**src/rtl/tank_level_sensor_monitor_macros.svh**
```systemverilog
// assertion macros for the tank level sensor monitor
`ifndef TANK_LEVEL_SENSOR_MONITOR_MACROS_SVH
`define TANK_LEVEL_SENSOR_MONITOR_MACROS_SVH

// same-cycle implication, sampled on clk, off during reset
`define TLSM_ASSERT_IMPL(lbl, ante, cons) \
    lbl: assert property (@(posedge clk) disable iff (!rst_n) (ante) |-> (cons)) \
        else $error("tlsm assertion failed");

// next-cycle implication, sampled on clk, off during reset
`define TLSM_ASSERT_NEXT(lbl, ante, cons) \
    lbl: assert property (@(posedge clk) disable iff (!rst_n) (ante) |=> (cons)) \
        else $error("tlsm assertion failed");

`endif

```
**src/rtl/tlsm_pkg.sv**
```systemverilog
// shared constants, widths and types of the tank level sensor monitor
package tlsm_pkg;

    // averaging depth and the channel that runs the health check
    localparam int SAMPLES = 8;
    localparam logic MAIN_CHANNEL = 1'b0;

    // field and datapath widths
    localparam int SAMPLE_W = 16;
    localparam int SUM_W = SAMPLE_W + $clog2(SAMPLES);
    localparam int CNT_W = $clog2(SAMPLES + 1);
    localparam int MAG_W = SUM_W;
    localparam int PCT_W = 14;
    localparam int UNC_W = 17;
    localparam int NUM_W = MAG_W + PCT_W;
    localparam int QUO_W = 16;
    localparam int STEP_W = $clog2(QUO_W);
    localparam int CFG_IDX_W = 3;
    localparam int CFG_DATA_W = 32;
    localparam int TIME_W = 32;

    // arithmetic constants
    localparam logic signed [SUM_W:0] SAMPLES_OFS = (SUM_W + 1)'(SAMPLES);
    localparam logic signed [UNC_W-1:0] MIN_SPAN = 17'sd8;
    localparam logic signed [UNC_W-1:0] UNC_SAT = 17'sd50000;
    localparam logic [QUO_W-1:0] QUO_SAT = 16'd50000;
    localparam logic [QUO_W-1:0] QUO_FULL = 16'd10000;
    localparam logic [PCT_W-1:0] PCT_FULL = 14'd10000;
    localparam int PCT_SCALE = 10000;

    // register indexes
    localparam logic [CFG_IDX_W-1:0] REG_EMPTY_CH0 = 3'd0;
    localparam logic [CFG_IDX_W-1:0] REG_FULL_CH0 = 3'd1;
    localparam logic [CFG_IDX_W-1:0] REG_EMPTY_CH1 = 3'd2;
    localparam logic [CFG_IDX_W-1:0] REG_FULL_CH1 = 3'd3;
    localparam logic [CFG_IDX_W-1:0] REG_VALID_LOW = 3'd4;
    localparam logic [CFG_IDX_W-1:0] REG_VALID_HIGH = 3'd5;
    localparam logic [CFG_IDX_W-1:0] REG_STUCK_EPS = 3'd6;
    localparam logic [CFG_IDX_W-1:0] REG_STUCK_TIME = 3'd7;

    // register reset values
    localparam logic signed [15:0] RST_EMPTY = 16'sd0;
    localparam logic signed [15:0] RST_FULL = 16'sd26400;
    localparam logic signed [UNC_W-1:0] RST_VALID_LOW = -17'sd1000;
    localparam logic signed [UNC_W-1:0] RST_VALID_HIGH = 17'sd11000;
    localparam logic [PCT_W-1:0] RST_STUCK_EPS = 14'd100;
    localparam logic [TIME_W-1:0] RST_STUCK_TIME = 32'd60000;

    // health status codes
    localparam logic [1:0] ST_OK = 2'd0;
    localparam logic [1:0] ST_STABLE = 2'd1;
    localparam logic [1:0] ST_RANGE = 2'd2;
    localparam logic [1:0] ST_MISSING = 2'd3;

    // divider control from the sequencer
    typedef struct packed {
        logic load;
        logic step;
        logic check;
    } div_ctrl_t;

endpackage

```
**src/rtl/tlsm_div.sv**
```systemverilog
// shared restoring divider: one quotient bit per step, plus an overflow check
module tlsm_div (
    input  logic                         clk,
    input  tlsm_pkg::div_ctrl_t          ctrl,
    input  logic [tlsm_pkg::NUM_W-1:0]   load_value,
    input  logic [tlsm_pkg::MAG_W-1:0]   den,
    output logic [tlsm_pkg::QUO_W-1:0]   quo,
    output logic                         fits
);

    logic [tlsm_pkg::MAG_W:0]   rem_reg;
    logic [tlsm_pkg::QUO_W-1:0] low_reg;
    logic [tlsm_pkg::MAG_W:0]   operand;
    logic [tlsm_pkg::MAG_W+1:0] trial;

    // the check compares the loaded high part, a step shifts in the next bit
    assign operand = ctrl.check ? rem_reg
                                : {rem_reg[tlsm_pkg::MAG_W-1:0],
                                   low_reg[tlsm_pkg::QUO_W-1]};
    assign trial = {1'b0, operand} - {2'b00, den};
    assign fits = !trial[tlsm_pkg::MAG_W+1];
    assign quo = low_reg;

    // remainder and dividend/quotient shift register
    always_ff @(posedge clk)
    begin
        if (ctrl.load)
        begin
            rem_reg <= (tlsm_pkg::MAG_W + 1)'(
                load_value[tlsm_pkg::NUM_W-1:tlsm_pkg::QUO_W]);
            low_reg <= load_value[tlsm_pkg::QUO_W-1:0];
        end
        else if (ctrl.step)
        begin
            rem_reg <= fits ? trial[tlsm_pkg::MAG_W:0] : operand;
            low_reg <= {low_reg[tlsm_pkg::QUO_W-2:0], fits};
        end
    end

endmodule

```
**src/rtl/tank_level_sensor_monitor.sv**
```systemverilog
// tank level sensor monitor top level: averaging, level mapping, health check
//
// channel  direction  handshake             payload
// in       sink       in_valid / in_ready   sample, channel, adc_ready, now_ms
// out      source     out_valid / out_ready out_channel, avg_code, level_pct,
//                                           health_status, healthy
// cfg      sink       cfg_we                cfg_index, cfg_wdata
//
// a beat that only accumulates leaves the sequencer in idle, ready for the next beat; a
// converter-missing beat goes to the final state, which registers its result and returns to idle
// a beat that completes an average runs setup, a 16-step pass of the shared restoring
// divider for the average, multiply, overflow check, a 16-step level pass and the check
// a narrow span skips the overflow check and the level pass, a saturated level the level pass
// rst_n clears the accumulators, the reference and the status at once
// the output register holds a result while out_ready is low; the next beat is taken
// meanwhile, and a later result waits in the final state
`include "tank_level_sensor_monitor_macros.svh"

module tank_level_sensor_monitor (
    input  logic                                clk,
    input  logic                                rst_n,
    input  logic                                cfg_we,
    input  logic [tlsm_pkg::CFG_IDX_W-1:0]      cfg_index,
    input  logic [tlsm_pkg::CFG_DATA_W-1:0]     cfg_wdata,
    input  logic                                in_valid,
    output logic                                in_ready,
    input  logic signed [15:0]                  sample,
    input  logic                                channel,
    input  logic                                adc_ready,
    input  logic [31:0]                         now_ms,
    output logic                                out_valid,
    input  logic                                out_ready,
    output logic                                out_channel,
    output logic signed [15:0]                  avg_code,
    output logic [13:0]                         level_pct,
    output logic [1:0]                          health_status,
    output logic                                healthy
);

    localparam logic [3:0] S_IDLE   = 4'd0;
    localparam logic [3:0] S_SETUP  = 4'd1;
    localparam logic [3:0] S_AVG    = 4'd2;
    localparam logic [3:0] S_MUL    = 4'd3;
    localparam logic [3:0] S_OVF    = 4'd4;
    localparam logic [3:0] S_LVL    = 4'd5;
    localparam logic [3:0] S_LVLEND = 4'd6;
    localparam logic [3:0] S_CHECK  = 4'd7;
    localparam logic [3:0] S_DONE   = 4'd8;

    localparam logic [tlsm_pkg::STEP_W-1:0] STEP_LAST =
        tlsm_pkg::STEP_W'(tlsm_pkg::QUO_W - 1);

    // configuration registers
    logic signed [15:0]                 empty0_reg, full0_reg, empty1_reg, full1_reg;
    logic signed [tlsm_pkg::UNC_W-1:0]  valid_low_reg, valid_high_reg;
    logic [tlsm_pkg::PCT_W-1:0]         stuck_eps_reg;
    logic [tlsm_pkg::TIME_W-1:0]        stuck_time_reg;

    // control and accumulator state
    logic [3:0]                         state_reg, state_next;
    logic [tlsm_pkg::STEP_W-1:0]        step_cnt_reg;
    logic signed [tlsm_pkg::SUM_W-1:0]  sum_reg [2];
    logic [tlsm_pkg::CNT_W-1:0]         cnt_reg [2];
    logic [tlsm_pkg::PCT_W-1:0]         ref_pct_reg;
    logic [tlsm_pkg::TIME_W-1:0]        ref_time_reg;
    logic                               ref_valid_reg;
    logic [1:0]                         last_status_reg;
    logic                               out_valid_reg;

    // item payload
    logic signed [tlsm_pkg::SUM_W-1:0]  sum_cur_reg;
    logic                               ch_reg;
    logic [tlsm_pkg::TIME_W-1:0]        now_reg;
    logic [tlsm_pkg::MAG_W-1:0]         off_mag_reg;
    logic [tlsm_pkg::MAG_W-1:0]         den_reg;
    logic                               q_neg_reg;
    logic                               sum_neg_reg;
    logic                               narrow_reg;
    logic signed [tlsm_pkg::UNC_W-1:0]  unc_reg;
    logic [tlsm_pkg::PCT_W-1:0]         lvl_reg;
    logic signed [15:0]                 res_avg_reg;
    logic [1:0]                         res_status_reg;
    logic                               out_ch_reg;
    logic signed [15:0]                 out_avg_reg;
    logic [tlsm_pkg::PCT_W-1:0]         out_lvl_reg;
    logic [1:0]                         out_status_reg;

    // combinational
    logic                               accept;
    logic                               last_sample;
    logic signed [tlsm_pkg::SUM_W-1:0]  sum_add;
    logic signed [15:0]                 empty_sel, full_sel;
    logic signed [tlsm_pkg::UNC_W-1:0]  span;
    logic [15:0]                        span_mag;
    logic                               narrow;
    logic signed [tlsm_pkg::SUM_W:0]    off;
    logic [tlsm_pkg::MAG_W-1:0]         off_mag;
    logic [tlsm_pkg::MAG_W-1:0]         sum_mag;
    tlsm_pkg::div_ctrl_t                div_ctrl;
    logic [tlsm_pkg::NUM_W-1:0]         div_load;
    logic [tlsm_pkg::MAG_W-1:0]         div_den;
    logic [tlsm_pkg::QUO_W-1:0]         quo;
    logic                               fits;
    logic [tlsm_pkg::QUO_W-1:0]         quo_sat;
    logic                               range_fail;
    logic [tlsm_pkg::PCT_W-1:0]         ref_pct_eff;
    logic [tlsm_pkg::TIME_W-1:0]        ref_time_eff;
    logic [tlsm_pkg::PCT_W-1:0]         diff;
    logic                               moved;
    logic                               stale;
    logic                               out_free;

    assign accept = in_valid && in_ready;
    assign in_ready = (state_reg == S_IDLE);
    assign out_free = !out_valid_reg || out_ready;

    // accumulate path for the incoming beat
    assign sum_add = sum_reg[channel]
                   + $signed({{(tlsm_pkg::SUM_W - 16){sample[15]}}, sample});
    assign last_sample = (cnt_reg[channel] == tlsm_pkg::CNT_W'(tlsm_pkg::SAMPLES - 1));

    // span and offset of the completed average
    assign empty_sel = ch_reg ? empty1_reg : empty0_reg;
    assign full_sel = ch_reg ? full1_reg : full0_reg;
    assign span = {full_sel[15], full_sel} - {empty_sel[15], empty_sel};
    assign span_mag = span[tlsm_pkg::UNC_W-1] ? 16'(-span) : span[15:0];
    assign narrow = (span > -tlsm_pkg::MIN_SPAN) && (span < tlsm_pkg::MIN_SPAN);
    assign off = {sum_cur_reg[tlsm_pkg::SUM_W-1], sum_cur_reg}
               - $signed({{(tlsm_pkg::SUM_W + 1 - 16){empty_sel[15]}}, empty_sel})
                 * tlsm_pkg::SAMPLES_OFS;
    assign off_mag = off[tlsm_pkg::SUM_W] ? tlsm_pkg::MAG_W'(-off)
                                          : off[tlsm_pkg::MAG_W-1:0];
    assign sum_mag = sum_cur_reg[tlsm_pkg::SUM_W-1] ? tlsm_pkg::MAG_W'(-sum_cur_reg)
                                                    : tlsm_pkg::MAG_W'(sum_cur_reg);

    // divider operands and control
    always_comb
    begin
        div_ctrl.load = (state_reg == S_SETUP) || ((state_reg == S_MUL) && !narrow_reg);
        div_ctrl.step = (state_reg == S_AVG) || (state_reg == S_LVL);
        div_ctrl.check = (state_reg == S_OVF);
        if (state_reg == S_SETUP)
        begin
            div_load = tlsm_pkg::NUM_W'(sum_mag);
        end
        else
        begin
            div_load = tlsm_pkg::NUM_W'(off_mag_reg)
                     * tlsm_pkg::NUM_W'(tlsm_pkg::PCT_SCALE);
        end
        div_den = (state_reg == S_AVG) ? tlsm_pkg::MAG_W'(tlsm_pkg::SAMPLES) : den_reg;
    end

    tlsm_div u_div (
        .clk        (clk),
        .ctrl       (div_ctrl),
        .load_value (div_load),
        .den        (div_den),
        .quo        (quo),
        .fits       (fits)
    );

    assign quo_sat = (quo > tlsm_pkg::QUO_SAT) ? tlsm_pkg::QUO_SAT : quo;

    // health check terms
    assign range_fail = (unc_reg < valid_low_reg) || (unc_reg > valid_high_reg);
    assign ref_pct_eff = ref_valid_reg ? ref_pct_reg : lvl_reg;
    assign ref_time_eff = ref_valid_reg ? ref_time_reg : now_reg;
    assign diff = (lvl_reg > ref_pct_eff) ? (lvl_reg - ref_pct_eff)
                                          : (ref_pct_eff - lvl_reg);
    assign moved = diff > stuck_eps_reg;
    assign stale = (now_reg - ref_time_eff) > stuck_time_reg;

    // configuration writes
    always_ff @(posedge clk or negedge rst_n)
    begin
        if (!rst_n)
        begin
            empty0_reg <= tlsm_pkg::RST_EMPTY;
            full0_reg <= tlsm_pkg::RST_FULL;
            empty1_reg <= tlsm_pkg::RST_EMPTY;
            full1_reg <= tlsm_pkg::RST_FULL;
            valid_low_reg <= tlsm_pkg::RST_VALID_LOW;
            valid_high_reg <= tlsm_pkg::RST_VALID_HIGH;
            stuck_eps_reg <= tlsm_pkg::RST_STUCK_EPS;
            stuck_time_reg <= tlsm_pkg::RST_STUCK_TIME;
        end
        else if (cfg_we)
        begin
            unique case (cfg_index)
                tlsm_pkg::REG_EMPTY_CH0:  empty0_reg <= cfg_wdata[15:0];
                tlsm_pkg::REG_FULL_CH0:   full0_reg <= cfg_wdata[15:0];
                tlsm_pkg::REG_EMPTY_CH1:  empty1_reg <= cfg_wdata[15:0];
                tlsm_pkg::REG_FULL_CH1:   full1_reg <= cfg_wdata[15:0];
                tlsm_pkg::REG_VALID_LOW:  valid_low_reg <= cfg_wdata[tlsm_pkg::UNC_W-1:0];
                tlsm_pkg::REG_VALID_HIGH: valid_high_reg <= cfg_wdata[tlsm_pkg::UNC_W-1:0];
                tlsm_pkg::REG_STUCK_EPS:  stuck_eps_reg <= cfg_wdata[tlsm_pkg::PCT_W-1:0];
                tlsm_pkg::REG_STUCK_TIME: stuck_time_reg <= cfg_wdata[tlsm_pkg::TIME_W-1:0];
                default: ;
            endcase
        end
    end

    // sequencer
    always_comb
    begin
        state_next = state_reg;
        unique case (state_reg)
            S_IDLE:
            begin
                if (accept)
                begin
                    if (!adc_ready)
                    begin
                        state_next = S_DONE;
                    end
                    else if (last_sample)
                    begin
                        state_next = S_SETUP;
                    end
                end
            end
            S_SETUP:  state_next = S_AVG;
            S_AVG:    state_next = (step_cnt_reg == STEP_LAST) ? S_MUL : S_AVG;
            S_MUL:    state_next = narrow_reg ? S_CHECK : S_OVF;
            S_OVF:    state_next = fits ? S_CHECK : S_LVL;
            S_LVL:    state_next = (step_cnt_reg == STEP_LAST) ? S_LVLEND : S_LVL;
            S_LVLEND: state_next = S_CHECK;
            S_CHECK:  state_next = S_DONE;
            S_DONE:   state_next = out_free ? S_IDLE : S_DONE;
            default:  state_next = S_IDLE;
        endcase
    end

    // control state: sequencer, step counter, accumulators, reference, status, output valid
    always_ff @(posedge clk or negedge rst_n)
    begin
        if (!rst_n)
        begin
            state_reg <= S_IDLE;
            step_cnt_reg <= '0;
            sum_reg[0] <= '0;
            sum_reg[1] <= '0;
            cnt_reg[0] <= '0;
            cnt_reg[1] <= '0;
            ref_pct_reg <= '0;
            ref_time_reg <= '0;
            ref_valid_reg <= 1'b0;
            last_status_reg <= tlsm_pkg::ST_OK;
            out_valid_reg <= 1'b0;
        end
        else
        begin
            state_reg <= state_next;

            // step counter runs through both divider passes
            if ((state_reg == S_AVG) || (state_reg == S_LVL))
            begin
                step_cnt_reg <= step_cnt_reg + 1'b1;
            end

            // per-channel accumulate, cleared on a missing converter or a full set
            if (accept)
            begin
                if (!adc_ready || last_sample)
                begin
                    sum_reg[channel] <= '0;
                    cnt_reg[channel] <= '0;
                end
                else
                begin
                    sum_reg[channel] <= sum_add;
                    cnt_reg[channel] <= cnt_reg[channel] + 1'b1;
                end
                if (!adc_ready)
                begin
                    last_status_reg <= tlsm_pkg::ST_MISSING;
                end
            end

            // health check on the main channel
            if ((state_reg == S_CHECK) && (ch_reg == tlsm_pkg::MAIN_CHANNEL))
            begin
                if (range_fail)
                begin
                    last_status_reg <= tlsm_pkg::ST_RANGE;
                end
                else
                begin
                    ref_valid_reg <= 1'b1;
                    if (!ref_valid_reg || moved)
                    begin
                        ref_pct_reg <= lvl_reg;
                        ref_time_reg <= now_reg;
                    end
                    last_status_reg <= (!moved && stale) ? tlsm_pkg::ST_STABLE
                                                         : tlsm_pkg::ST_OK;
                end
            end

            // output register
            if ((state_reg == S_DONE) && out_free)
            begin
                out_valid_reg <= 1'b1;
            end
            else if (out_ready)
            begin
                out_valid_reg <= 1'b0;
            end
        end
    end

    // payload registers
    always_ff @(posedge clk)
    begin
        unique case (state_reg)
            S_IDLE:
            begin
                if (accept)
                begin
                    ch_reg <= channel;
                    now_reg <= now_ms;
                    sum_cur_reg <= sum_add;
                    res_avg_reg <= '0;
                    lvl_reg <= '0;
                    res_status_reg <= tlsm_pkg::ST_MISSING;
                end
            end
            S_SETUP:
            begin
                off_mag_reg <= off_mag;
                den_reg <= tlsm_pkg::MAG_W'(span_mag) * tlsm_pkg::MAG_W'(tlsm_pkg::SAMPLES);
                q_neg_reg <= off[tlsm_pkg::SUM_W] ^ span[tlsm_pkg::UNC_W-1];
                sum_neg_reg <= sum_cur_reg[tlsm_pkg::SUM_W-1];
                narrow_reg <= narrow;
            end
            S_AVG: ;
            S_MUL:
            begin
                res_avg_reg <= sum_neg_reg ? 16'(-quo) : quo;
                unc_reg <= '0;
                lvl_reg <= '0;
            end
            S_OVF:
            begin
                unc_reg <= q_neg_reg ? -tlsm_pkg::UNC_SAT : tlsm_pkg::UNC_SAT;
                lvl_reg <= q_neg_reg ? '0 : tlsm_pkg::PCT_FULL;
            end
            S_LVL: ;
            S_LVLEND:
            begin
                unc_reg <= q_neg_reg ? -$signed({1'b0, quo_sat}) : $signed({1'b0, quo_sat});
                if (q_neg_reg)
                begin
                    lvl_reg <= '0;
                end
                else if (quo > tlsm_pkg::QUO_FULL)
                begin
                    lvl_reg <= tlsm_pkg::PCT_FULL;
                end
                else
                begin
                    lvl_reg <= quo[tlsm_pkg::PCT_W-1:0];
                end
            end
            S_CHECK:
            begin
                if (ch_reg != tlsm_pkg::MAIN_CHANNEL)
                begin
                    res_status_reg <= last_status_reg;
                end
                else if (range_fail)
                begin
                    res_status_reg <= tlsm_pkg::ST_RANGE;
                end
                else
                begin
                    res_status_reg <= (!moved && stale) ? tlsm_pkg::ST_STABLE
                                                        : tlsm_pkg::ST_OK;
                end
            end
            S_DONE:
            begin
                if (out_free)
                begin
                    out_ch_reg <= ch_reg;
                    out_avg_reg <= res_avg_reg;
                    out_lvl_reg <= lvl_reg;
                    out_status_reg <= res_status_reg;
                end
            end
            default: ;
        endcase
    end

    assign out_valid = out_valid_reg;
    assign out_channel = out_ch_reg;
    assign avg_code = out_avg_reg;
    assign level_pct = out_lvl_reg;
    assign health_status = out_status_reg;
    assign healthy = (out_status_reg == tlsm_pkg::ST_OK)
                  || (out_status_reg == tlsm_pkg::ST_STABLE);

    // checks; a missing status on the other channel can also repeat the last status
    `TLSM_ASSERT_IMPL(a_lvl_clamped, out_valid_reg, out_lvl_reg <= tlsm_pkg::PCT_FULL)
    `TLSM_ASSERT_IMPL(a_missing_zero,
        out_valid_reg && (out_ch_reg == tlsm_pkg::MAIN_CHANNEL)
            && (out_status_reg == tlsm_pkg::ST_MISSING),
        (out_avg_reg == 16'sd0) && (out_lvl_reg == '0))
    `TLSM_ASSERT_IMPL(a_step_in_pass, step_cnt_reg != '0, (state_reg == S_AVG) || (state_reg == S_LVL))
    `TLSM_ASSERT_NEXT(a_missing_done, accept && !adc_ready, state_reg == S_DONE)
    `TLSM_ASSERT_NEXT(a_ref_sticky, ref_valid_reg, ref_valid_reg)

endmodule
```
**config.mk**
```make
export PLATFORM = sky130hd
export DESIGN_NAME = tank_level_sensor_monitor
export DESIGN_NICKNAME = d
export VERILOG_FILES = /design/src/rtl/tlsm_pkg.sv /design/src/rtl/tlsm_div.sv /design/src/rtl/tank_level_sensor_monitor.sv
export VERILOG_INCLUDE_DIRS = /design/src /design/src/rtl
export SDC_FILE = /design/constraint.sdc
export NUM_CORES = 1
export LEC_CHECK = 0
export ABC_AREA = 1
export BUFFER_PORTS_ARGS = -buffer_cell sky130_fd_sc_hd__buf_2
export CAP_MARGIN = 0
export CORE_MARGIN = 1
export CORE_UTILIZATION = 40
export CTS_BUF_LIST = sky130_fd_sc_hd__clkbuf_8 sky130_fd_sc_hd__clkbuf_16
export CTS_CLUSTER_SIZE = 28
export DETAILED_ROUTE_END_ITERATION = 7
export RECOVER_POWER = 50
export SYNTH_ARGS = -nofsm -noshare
export SYNTH_HDL_FRONTEND = slang
export SYNTH_SLANG_ARGS = --single-unit
export TNS_END_PERCENT = 5
```
**constraint.sdc**
```tcl
create_clock -name clk -period 4.6 [get_ports clk]
set_input_delay 0.46 -clock clk [delete_from_list [all_inputs] [get_ports clk]]
set_output_delay 0.46 -clock clk [all_outputs]
set_load 0.01 [all_outputs]
```
Yosys cells after proc, flatten, opt, wreduce, memory -nomap -nowiden
Cells that the tools add are included.
- muxes and demuxes: 61
- multipliers: 1
- reductions and logical operators: 47
- equality and inequality tests: 21
- add/sub/neg operators: 14
- order comparisons: 11
- bitwise gates (word level): 8
- operators by type and width (operator ; number):
    19-bit 2-to-1 mux ; 7
    16-bit 2-to-1 mux ; 8
    14-bit 2-to-1 mux ; 6
    17-bit 2-to-1 mux ; 4
    14-bit one-hot mux with 4 select lines ; 1
    17-bit one-hot mux with 3 select lines ; 1
    20-bit 2-to-1 mux ; 2
    38-bit AND ; 1
    38-bit bitwise mux ; 1
    38-bit 2-to-1 mux ; 1
    19-bit negator ; 2
    38-bit inverter ; 1
    4-bit one-hot mux with 9 select lines ; 1
    33-bit 2-to-1 mux ; 1
    32-bit > comparator ; 1
    32-bit 2-to-1 mux ; 1
    4-bit 2-to-1 mux ; 8
    16-bit negator ; 2
    16-bit one-hot mux with 2 select lines ; 1
    2-bit AND reduction ; 16
    32-bit subtractor ; 1
    19-bit by 10-bit multiplier with 29-bit output, second input constant ; 1
    14-bit > comparator ; 2
    14-bit subtractor ; 2
    46 further kinds ; 91
- output and inout port bits: 36
- input bits: 90
- word-level logic and storage cells: 201
- register bits after elaboration: 456

Depth between registers and ports, before layout
Gate-level depths: netlist of run 1.
- word-level depth: 10
- depth in mapped cells: 35
- depth with buffers taken out: 30

Modules after synthesis
A second synthesis of run 1 with hierarchy kept.
- cells, all modules: 4250
- area, all modules: 33139.3 um^2
- by module, submodules not included (module ; sequential area each (um^2) ; cells each ; area an instance (um^2) ; instances):
    tank_level_sensor_monitor ; 11419.7 ; 3721 ; 29731.0 ; 1
    tlsm_div ; 1051.0 ; 529 ; 3408.3 ; 1

Least setup slack after synthesis of run 1
OpenSTA, ideal clock, no wires.
- path kind: register -> register
- start: register off_mag_reg[4] (netlist bit)
- end: register u_div.rem_reg[9] (netlist bit) (data pin)
- path buffers: 0
- period minus slack after synthesis: 4.272 ns
- arrival: 4.015 ns
- required time: 4.343 ns
- setup time: 0.257 ns
- cell stages (with the launch flop): 20
- setup slack: 0.328 ns
- path through: edfxtp_1 inv_1 fa_1 inv_1 ha_1 inv_1 fa_1 inv_1 ha_1 inv_1 fa_1 inv_1 ha_1 a21oi_1 a21boi_0 o21ai_0 nand3_1 nand2_1 o21ai_0 nand2_1
- word-level cells in the longest chain between the ends: 3
- RTL lines (what ; RTL line ; text):
    from (decl) ; tank_level_sensor_monitor.sv:74 ; logic [tlsm_pkg::MAG_W-1:0] off_mag_reg;
    from (signal assigned) ; tank_level_sensor_monitor.sv:331 ; off_mag_reg <= off_mag;
    19-bit by 10-bit multiplier with 29-bit output ; tank_level_sensor_monitor.sv:149 ; * tlsm_pkg::NUM_W'(tlsm_pkg::PCT_SCALE);
    33-bit 2-to-1 mux ; tank_level_sensor_monitor.sv:142 ; if (state_reg == S_SETUP)
    17-bit 2-to-1 mux ; tlsm_div.sv:27 ; if (ctrl.load)
    to (signal assigned) ; tlsm_div.sv:29 ; rem_reg <= (tlsm_pkg::MAG_W + 1)'(
    to (signal assigned) ; tlsm_div.sv:35 ; rem_reg <= fits ? trial[tlsm_pkg::MAG_W:0] : operand;
    to (decl) ; tlsm_div.sv:11 ; logic [tlsm_pkg::MAG_W:0] rem_reg;
Every way passes these cells.
A chain may end at the register's enable or synchronous reset.

Final worst setup path of run 1
- start: register off_mag_reg[12] (netlist bit)
- end: register u_div.rem_reg[13] (netlist bit) (data pin)
The elaborated chain is that of the path after synthesis.

==> results of run 1 <==
## layout make-up
cell class | count | area [µm²]
repair buffers | 229 | 1500
fillers | 8071 | 43510
inverters | 650 | 2445
well taps | 1060 | 1326
flip-flops and latches | 456 | 12470
clock buffers | 61 | 1481
clock inverters | 41 | 430.4
multi-input cells | 2922 | 17250
## kinds of logic (layout without fill, tap and decap cells)
| family | Yosys count | after routing |
|---|---|---|
| AND/OR/NAND/NOR | 1661 | 1661 |
| multiplexers | 23 | 23 |
| buffers and inverters | 746 | 981 |
| adder cells (fa/ha/maj) | 340 | 340 |
| AO/OA/AOI/OAI | 789 | 789 |
| XOR/XNOR | 109 | 109 |
| flip-flops | 456 | 456 |
## through the flow
stage / instances / utilization [%] / hold slack (ns) / setup slack (ns) / cell area (µm²)
6_report: 5419 / 45.89 / 0.02946 / 0.1909 / 36910
3_5_place_dp: 5267 / 42.83 / 0.4071 / 0.03571 / 34440
4_1_cts: 5410 / 45.71 / 0.001618 / 0.04458 / 36760
3_3_place_gp: 5267 / 42.83 / 0.4114 / 0.05470 / 34440
5_1_grt: 5419 / 45.89 / 0.01195 / -0.09452 / 36910
2_1_floorplan: 4124 / - / 0.1644 / 0.3276 / 32430
## per-layer routing
| metal | part of all wire (%) | vias up |
|---|---|---|
| met5 | 0 | - |
| li1 | - | 13890 |
| met2 | 44 | 544 |
| met3 | 4.6 | 99 |
| met1 | 49 | 12720 |
| met4 | 1.8 | 0 |
## cell usage after synthesis, types with 26 or more instances
master / instances / area (µm²)
ha_1: 289 / 3616
nand4_1: 46 / 287.8
nor3_1: 46 / 230.2
a21oi_1: 221 / 1106
o21ai_0: 380 / 1902
buf_2: 26 / 130.1
nand2_1: 1067 / 4005
xor2_1: 75 / 656.9
dfstp_2: 39 / 1025
fa_1: 51 / 1021
inv_1: 634 / 2380
nand3_1: 166 / 830.8
dfrtp_1: 209 / 5230
nor2_1: 259 / 972.2
o21ai_1: 53 / 265.3
xnor2_1: 34 / 297.8
edfxtp_1: 205 / 6156
clkbuf_1: 56 / 210.2
## worst max-delay path by stage
stage,startpoint,endpoint,slack [ns],cells after the start
after floorplan,off_mag_reg[4]$_DFFE_PP_,u_div.rem_reg[9]$_DFFE_PP_,0.33,19
after global placement,off_mag_reg[6]$_DFFE_PP_,u_div.rem_reg[12]$_DFFE_PP_,0.05,17
after detailed placement,off_mag_reg[7]$_DFFE_PP_,u_div.rem_reg[15]$_DFFE_PP_,0.04,21
after CTS,off_mag_reg[8]$_DFFE_PP_,u_div.rem_reg[15]$_DFFE_PP_,0.04,21
after global routing,off_mag_reg[6]$_DFFE_PP_,u_div.rem_reg[15]$_DFFE_PP_,-0.09,23
final,off_mag_reg[12]$_DFFE_PP_,u_div.rem_reg[13]$_DFFE_PP_,0.19,17
## critical path, delay by kind of cell (launching register included)
kind	cells	cell delay (ns)
buffers and inverters	5	0.30
adder cells (fa/ha/maj)	6	2.46
AO/OA/AOI/OAI	3	0.49
AND/OR/NAND/NOR	3	0.41
flip-flops	1	0.50
## repair_timing
item                       in CTS  in global routing
hold buffers                   38                  0
resized for setup               0                 54
hold endpoints to repair      107                  0
setup endpoints to repair       1                 63
pin swaps                       0                  5
setup buffers                   3                  9
==> results.cfg, run 1 <==
[timing]
finClkSkew_ns = 0.06339
worstMarginPinSlew_ns = 2.524
setup_tns_ns = 0
setup-violations-final = 0
final.period_utilization_pct = 95.85
fmax_ghz = 0.2268
period_needed_ns = 4.409
finalMaxSlewViolations = 199
rsz0062_at_grt = yes
slew_headroom_pct = -68.24
final_hold_viol_count = 0

[setup_path]
start_kind = flip-flop
reg2reg_depth = 17
slowest_stage = fa_1
worst_path_most_repeated_cell = inv_1
endpoint_kind = flip-flop
crit_fanout = 5
r2r-start = off_mag_reg[12]$_DFFE_PP_
r2r_slack_ns = 0.19
critPathKind = flip-flop to flip-flop
reg2reg_to = u_div.rem_reg[13]$_DFFE_PP_
crit_chain = fa_1 -> ha_1 -> inv_1 -> fa_1 -> inv_1 -> ha_1 -> inv_1 -> fa_1 -> inv_1 -> ha_1 -> inv_1 -> o21ai_0 -> a21boi_1 -> o2111ai_1 -> or2_2 -> nand3_1 -> nand2_1
slowest_delay_ns = 0.55
crit_required_ns = 4.94
cp.arrival_ns = 4.75

[outcome]
outcome = finished, violations left
violations = capacitance limit, slew limit

[layout]
mostFrequentLayoutCell = nand2_1
n_antenna_cell = 0
largest_register_ffs = 38
final_cell_mix = nand2_1 (1063), inv_1 (643), o21ai_0 (370), ha_1 (281), nor2_1 (254)
nNetsFinal = 4743
drive_above_1_share_pct = 8.970
area_growth_pct = 13.81

[synthesis]
synth-warning-count = 0
synth-seq-cells = 456
synth_mux_area_share_pct = 0.7100
synth_area_um2 = 32430
ys_seq_area_share_pct = 38.46
synth_top_family_by_area = simple AND/OR/NAND/NOR gates
synth_compound_area_share_pct = 13.32
synth-main-ff-cell = dfrtp_1
synth_simple_gate_area_share_pct = 21.35
synth.distinct_cells = 63
synthXorXnorAreaFrac_pct = 2.944
avgSynthCellArea_um2 = 7.863
postSynthCellCount = 4124
synth_enable_flop_cells = 205
synthArstFlopShare_pct = 54.39
synth.net_count = 4554
synthAdderAreaFrac_pct = 14.30

[route]
vias = 27260
drtAntennaViolNets = 0
drc = 0
wl_per_cell_um = 16.24
first_pass_iters = 6
drt-initial-drc-count = 1885
routed_wl_mm = 88.03
vias_per_cell = 5.030

[placement]
port_buffers = 125
place_congestion = 0.9355
hpwl_mm = 68.18

[hold_path]
min-delay-start = cfg_wdata[27]
whs_endpoint = stuck_time_reg[27]$_DFFE_PN0P_
hp-class = primary input to flip-flop
hold_depth = 3

[floorplan]
ios = 126
initial_core_util_pct = 40.32
rows = 104
die-area_um2 = 82210
die_y_um = 286.7
core_region_area_um2 = 80420
die_width_um = 286.7

[grt]
grtUsageMet2_pct = 33.45
grt_antenna_before_repair = 0
busiest_layer = met2
grt.total_usage_pct = 21.40
grt_pass1_vias = 25800
gr-usage-met1_pct = 31.55
use_met3_pct = 2.560
grt_overflow = 0
grt_pass1_wl_mm = 140.7
grt_max_degree = 100

[cts]
cts_buffers = 54
clock_tree.buffer_depth = 3
clkTransAtPathRegs_ns = 0.06
htreeDepth = 2
cts-root-buf = clkbuf_16
clock-sinks = 456
tritoncts = built
insertion_delay_ns = 0.66

[run]
drv_cap = 3
Power of run 1 is left out: the tool's default activity adds up to more than one toggle a clock period on the data nets, which glitch-free logic cannot reach.
==> run 2: changes to the inputs <==
clock period = 5.5 ns   (was 4.6 ns; I/O delays follow)
==> run 2 against run 1 <==
Compared with the run above:
- critical endpoint is now u_div.rem_reg[11]$_DFFE_PP_
- routed wire length is 0.87% lower
- setup slack better by 0.58 ns
- first-iteration DRC count is 6.4% higher
- largest cell class unchanged
- critical path depth is 5 higher
- the run still ends with capacitance limit, slew limit left
- die area stayed put
==> results.cfg, run 2 (synthesis results as in run 1) <==
[grt]
grtUsageMet2_pct = 33.03
grt_pass1_vias = 25400
grt_overflow = 0
grt.total_usage_pct = 21.22
gr-usage-met1_pct = 31.52
grt_max_degree = 134
busiest_layer = met2
use_met3_pct = 2.297
grt_pass1_wl_mm = 139.2
grt_antenna_before_repair = 1

[layout]
num-fill-cells = 8190
post-route-util_pct = 44.57
n_antenna_cell = 0
seq_area_um2 = 12470
nNetsFinal = 4661
largest_register_ffs = 38
final_area_um2 = 35840
mostFrequentLayoutCell = nand2_1
area_growth_pct = 10.53
final_cell_mix = nand2_1 (1067), inv_1 (643), o21ai_0 (380), ha_1 (289), nor2_1 (259)
drive_above_1_share_pct = 7.251
multi_input_area_um2 = 17060

[timing]
slew_headroom_pct = -156.1
setup-violations-final = 0
fmax_ghz = 0.2114
rsz0062_at_grt = no
period_needed_ns = 4.731
finClkSkew_ns = 0.03037
final_hold_viol_count = 0
setup_tns_ns = 0
worstMarginPinSlew_ns = 3.842
finalMaxSlewViolations = 189
fin_ws_ns = 0.7689
final.period_utilization_pct = 86.02

[floorplan]
initial_core_util_pct = 40.32
rows = 104
die_y_um = 286.7
die-area_um2 = 82210
ios = 126
core_region_area_um2 = 80420
die_width_um = 286.7

[cts]
cts_buffers = 52
clock-sinks = 456
tritoncts = built
clkTransAtPathRegs_ns = 0.06
cts-root-buf = clkbuf_16
cts_resized = 0
insertion_delay_ns = 0.63
clock_tree.buffer_depth = 3
htreeDepth = 2

[setup_path]
crit_required_ns = 5.84
start_kind = flip-flop
crit_fanout = 5
r2r-start = off_mag_reg[4]$_DFFE_PP_
critPathKind = flip-flop to flip-flop
crit_path_start = off_mag_reg[4]$_DFFE_PP_
cp.arrival_ns = 5.07
endpoint_kind = flip-flop

[route]
drtAntennaViolNets = 0
wl_per_cell_um = 16.36
drt-initial-drc-count = 2006
drc = 0
routed_wl_mm = 87.27
vias_per_cell = 5.051
first_pass_iters = 6
vias = 26950

[placement]
hpwl_mm = 67.67
place_congestion = 0.9159
port_buffers = 125
dp_slack_ns = 0.2609
placed_area_um2 = 34180

[outcome]
outcome = finished, violations left
violations = capacitance limit, slew limit

[run]
drv_cap = 3

[hold_path]
min-delay-start = now_ms[23]
hp-class = primary input to flip-flop
==> run 2: cell types whose count changed in the layout (fill, tap and decap cells not counted), sizes merged <==
cell          previous run  this run
buf                    145       106
bufinv                   6         3
clkbuf                 107       100
clkinv                  15        24
clkinvlp                 7         2
dlygate4sd3             38         1
dlymetal6s4s             0         1
inv                    663       660
==> run 2: final cells by class <==
cell class	instances	share of cell area (%)
Tap cell	1060	3.701
Multi-Input combinational cell	2922	47.60
Clock inverter	39	0.8937
Timing Repair Buffer	149	2.262
Sequential cell	456	34.80
Inverter	650	6.815
Clock buffer	59	3.931
==> run 2: final timing paths <==
check | endpoint | cells after the start | slack [ns]
worst min-delay path | now_reg[23]$_DFFE_PP_ | 1 | 0.09
max in group asynchronous | ref_time_reg[11]$_DFFE_PN0P_ | 3 | 1.03
min in group asynchronous | ref_pct_reg[13]$_DFFE_PN0P_ | 2 | 1.95
worst max register to register | u_div.rem_reg[11]$_DFFE_PP_ | 22 | 0.77
worst max-delay path | u_div.rem_reg[11]$_DFFE_PP_ | 22 | 0.77
worst min register to register | avg_code[0]$_DFFE_PP_ | 0 | 0.42
==> run 2: routing by layer <==
| layer | share of wire [%] | wire length, µm | vias to the layer above |
|---|---|---|---|
| li1 | - | - | 13720 |
| met5 | 0 | 0 | - |
| met1 | 50 | 43610 | 12570 |
| met4 | 1.9 | 1693 | 0 |
| met2 | 43 | 37870 | 563 |
| met3 | 4.7 | 4095 | 98 |
==> run 2: repair_timing <==
| item | CTS | global route |
|---|---|---|
| buffers inserted | 0 | 1 |
| hold buffers | 1 | 0 |
| endpoints found under the setup margin | 0 | 46 |
| endpoints found under the hold margin | 59 | 0 |
==> run 2: metrics by stage <==
| step | cells | hold slack, ns |
|---|---|---|
| after floorplan | 4124 | 0.2544 |
| after global placement | 5235 | 0.4052 |
| after detailed placement | 5235 | 0.4057 |
| after CTS | 5334 | 0.05499 |
| after global routing | 5335 | 0.07383 |
| final | 5335 | 0.09312 |
==> run 2: critical path, cell delays in order, from the launching register on <==
cell and delay (ns):
edfxtp_1 0.49, inv_1 0.10, fa_1 0.54, inv_1 0.04, ha_1 0.26, inv_1 0.05
fa_1 0.52, inv_1 0.04, ha_1 0.26, inv_1 0.05, fa_1 0.49, inv_1 0.04
ha_1 0.35, a21oi_1 0.23, o21ai_0 0.14, nand2_1 0.10, nand3_1 0.11, nand2_1 0.08
nand2_1 0.09, a21oi_1 0.23, nand2_1 0.08, nand3_1 0.12, nand2_1 0.06
Power of run 2 is left out for the same reason.
==> run 3: changes to the inputs <==
ABC_CLOCK_PERIOD_IN_PS = 5500   (was default)
PLACE_DENSITY = 0.55   (was default)
==> run 3 against run 2 <==
Compared with the run above:
- the run still ends with capacitance limit, slew limit left
- flip-flop and latch count did not move
- clock skew rose by 0.026 ns
- global-route usage rose by 0.11 points
- non-clock buffer count rose by 1
- cell count rose by 0.13%
- highest routed layer is now met5
- core utilization rose by 0.14 points
- sequential share of layout area fell by 0.11 points
- register-to-register slack got worse by 0.04 ns
- first-iteration DRC count fell by 15%
- count of clock-buffer cells in the layout rose by 3
- fmax fell by 0.89%
- hold slack got worse by 0.013 ns
==> results.cfg, run 3 (synthesis results as in run 1) <==
[placement]
hpwl_mm = 67.70
port_buffers = 125
place_congestion = 0.9161
placed_area_um2 = 34160

[timing]
finalMaxSlewViolations = 260
setup_tns_ns = 0
rsz0062_at_grt = no
final_hold_viol_count = 0
setup-violations-final = 0
worstMarginPinSlew_ns = 2.892
fmax_ghz = 0.2095
period_needed_ns = 4.774
finClkSkew_ns = 0.05632
final.period_utilization_pct = 86.79
slew_headroom_pct = -92.81

[layout]
n_antenna_cell = 0
num-fill-cells = 8166
largest_register_ffs = 38
final_area_um2 = 35950
final_cell_mix = nand2_1 (1067), inv_1 (643), o21ai_0 (380), ha_1 (289), nor2_1 (260)
multi_input_area_um2 = 17060
area_growth_pct = 10.88
drive_above_1_share_pct = 7.310
post-route-util_pct = 44.71
mostFrequentLayoutCell = nand2_1
seq_area_um2 = 12470
nNetsFinal = 4665

[route]
routed_wl_mm = 87.23
vias_per_cell = 5.010
drt-initial-drc-count = 1710
wl_per_cell_um = 16.33
vias = 26760
first_pass_iters = 6
drc = 0
drtAntennaViolNets = 0

[cts]
clock-sinks = 456
clkTransAtPathRegs_ns = 0.06
clock_tree.buffer_depth = 3
insertion_delay_ns = 0.65
cts_resized = 0
tritoncts = built
cts-root-buf = clkbuf_16
cts_buffers = 55
htreeDepth = 2

[floorplan]
die-area_um2 = 82210
die_width_um = 286.7
die_y_um = 286.7
core_region_area_um2 = 80420
rows = 104
initial_core_util_pct = 40.32
ios = 126

[grt]
grt_overflow = 0
grt_pass1_wl_mm = 140.2
grt_pass1_vias = 25470
grt.total_usage_pct = 21.34
grt_antenna_before_repair = 3
grt_max_degree = 156

[hold_path]
hp-class = primary input to flip-flop

[setup_path]
crit_fanout = 21
cp.arrival_ns = 5.11
start_kind = flip-flop
crit_required_ns = 5.83
endpoint_kind = flip-flop
critPathKind = flip-flop to flip-flop

[run]
drv_cap = 4

[outcome]
outcome = finished, violations left
violations = capacitance limit, slew limit
run 3: changes by cell type in the layout (fill, tap and decap cells not counted), moves of 2 or more:
| cell | delta |
|---|---|
| clkinv_1 | +2 |
| inv_6 | +3 |
| clkbuf_16 | +4 |
| clkbuf_1 | +2 |
| clkinv_4 | -4 |
run 3: layout make-up:
cell class / instances / share of cell area, %
Clock inverter: 42 / 1.030
Clock buffer: 62 / 4.159
Inverter: 650 / 6.793
Multi-Input combinational cell: 2922 / 47.44
Timing Repair Buffer: 150 / 2.199
Tap cell: 1060 / 3.689
Sequential cell: 456 / 34.69
run 3: critical path: stages, from the launching register on:
cell	delay (ns)
edfxtp_1	0.79
clkbuf_1	1.01
nand2_1	0.11
nand2_1	0.25
ha_1	0.19
inv_1	0.08
fa_1	0.40
nand3_1	0.09
nand2_1	0.13
nand2_1	0.11
nand2_1	0.08
nand3_1	0.10
nand3_1	0.07
nand2_1	0.55
inv_1	0.22
a21oi_1	0.21
xor2_1	0.08
run 3: final timing paths:
path	from	endpoint	slack (ns)	cells after the start
max	ch_reg$_DFFE_PP_	off_mag_reg[7]$_DFFE_PP_	0.73	16
min	now_ms[1]	now_reg[1]$_DFFE_PP_	0.08	1
max reg2reg	ch_reg$_DFFE_PP_	off_mag_reg[7]$_DFFE_PP_	0.73	16
min reg2reg	res_avg_reg[10]$_SDFFCE_PN0P_	avg_code[10]$_DFFE_PP_	0.42	0
max in group asynchronous	rst_n	empty0_reg[4]$_DFFE_PN0P_	2.37	3
min in group asynchronous	rst_n	ref_pct_reg[11]$_DFFE_PN0P_	1.27	2
run 3: what timing repair did:
item                                    in CTS  in global routing
buffers inserted                             0                  2
endpoints found under the hold margin       23                  0
endpoints found under the setup margin       0                 45
hold buffers                                 1                  0
run 3: metrics by stage:
stage	std cells	worst slack [ns]	hold slack, ns
after floorplan	4124	1.228	0.2544
after global placement	5235	0.4589	0.4031
after detailed placement	5235	0.3799	0.4071
after CTS	5340	0.3729	0.03370
after global routing	5342	0.2232	0.04458
final	5342	0.7263	0.08058
run 3: per-layer routing:
layer	up-vias	part of all wire, %	global-route usage, %
li1	13740	-	-
met1	12410	50	31.45
met2	514	44	33.74
met3	91	3.9	2.424
met4	4	1.5	3.984
met5	-	0.033	0
Power of run 3 is left out for the same reason.
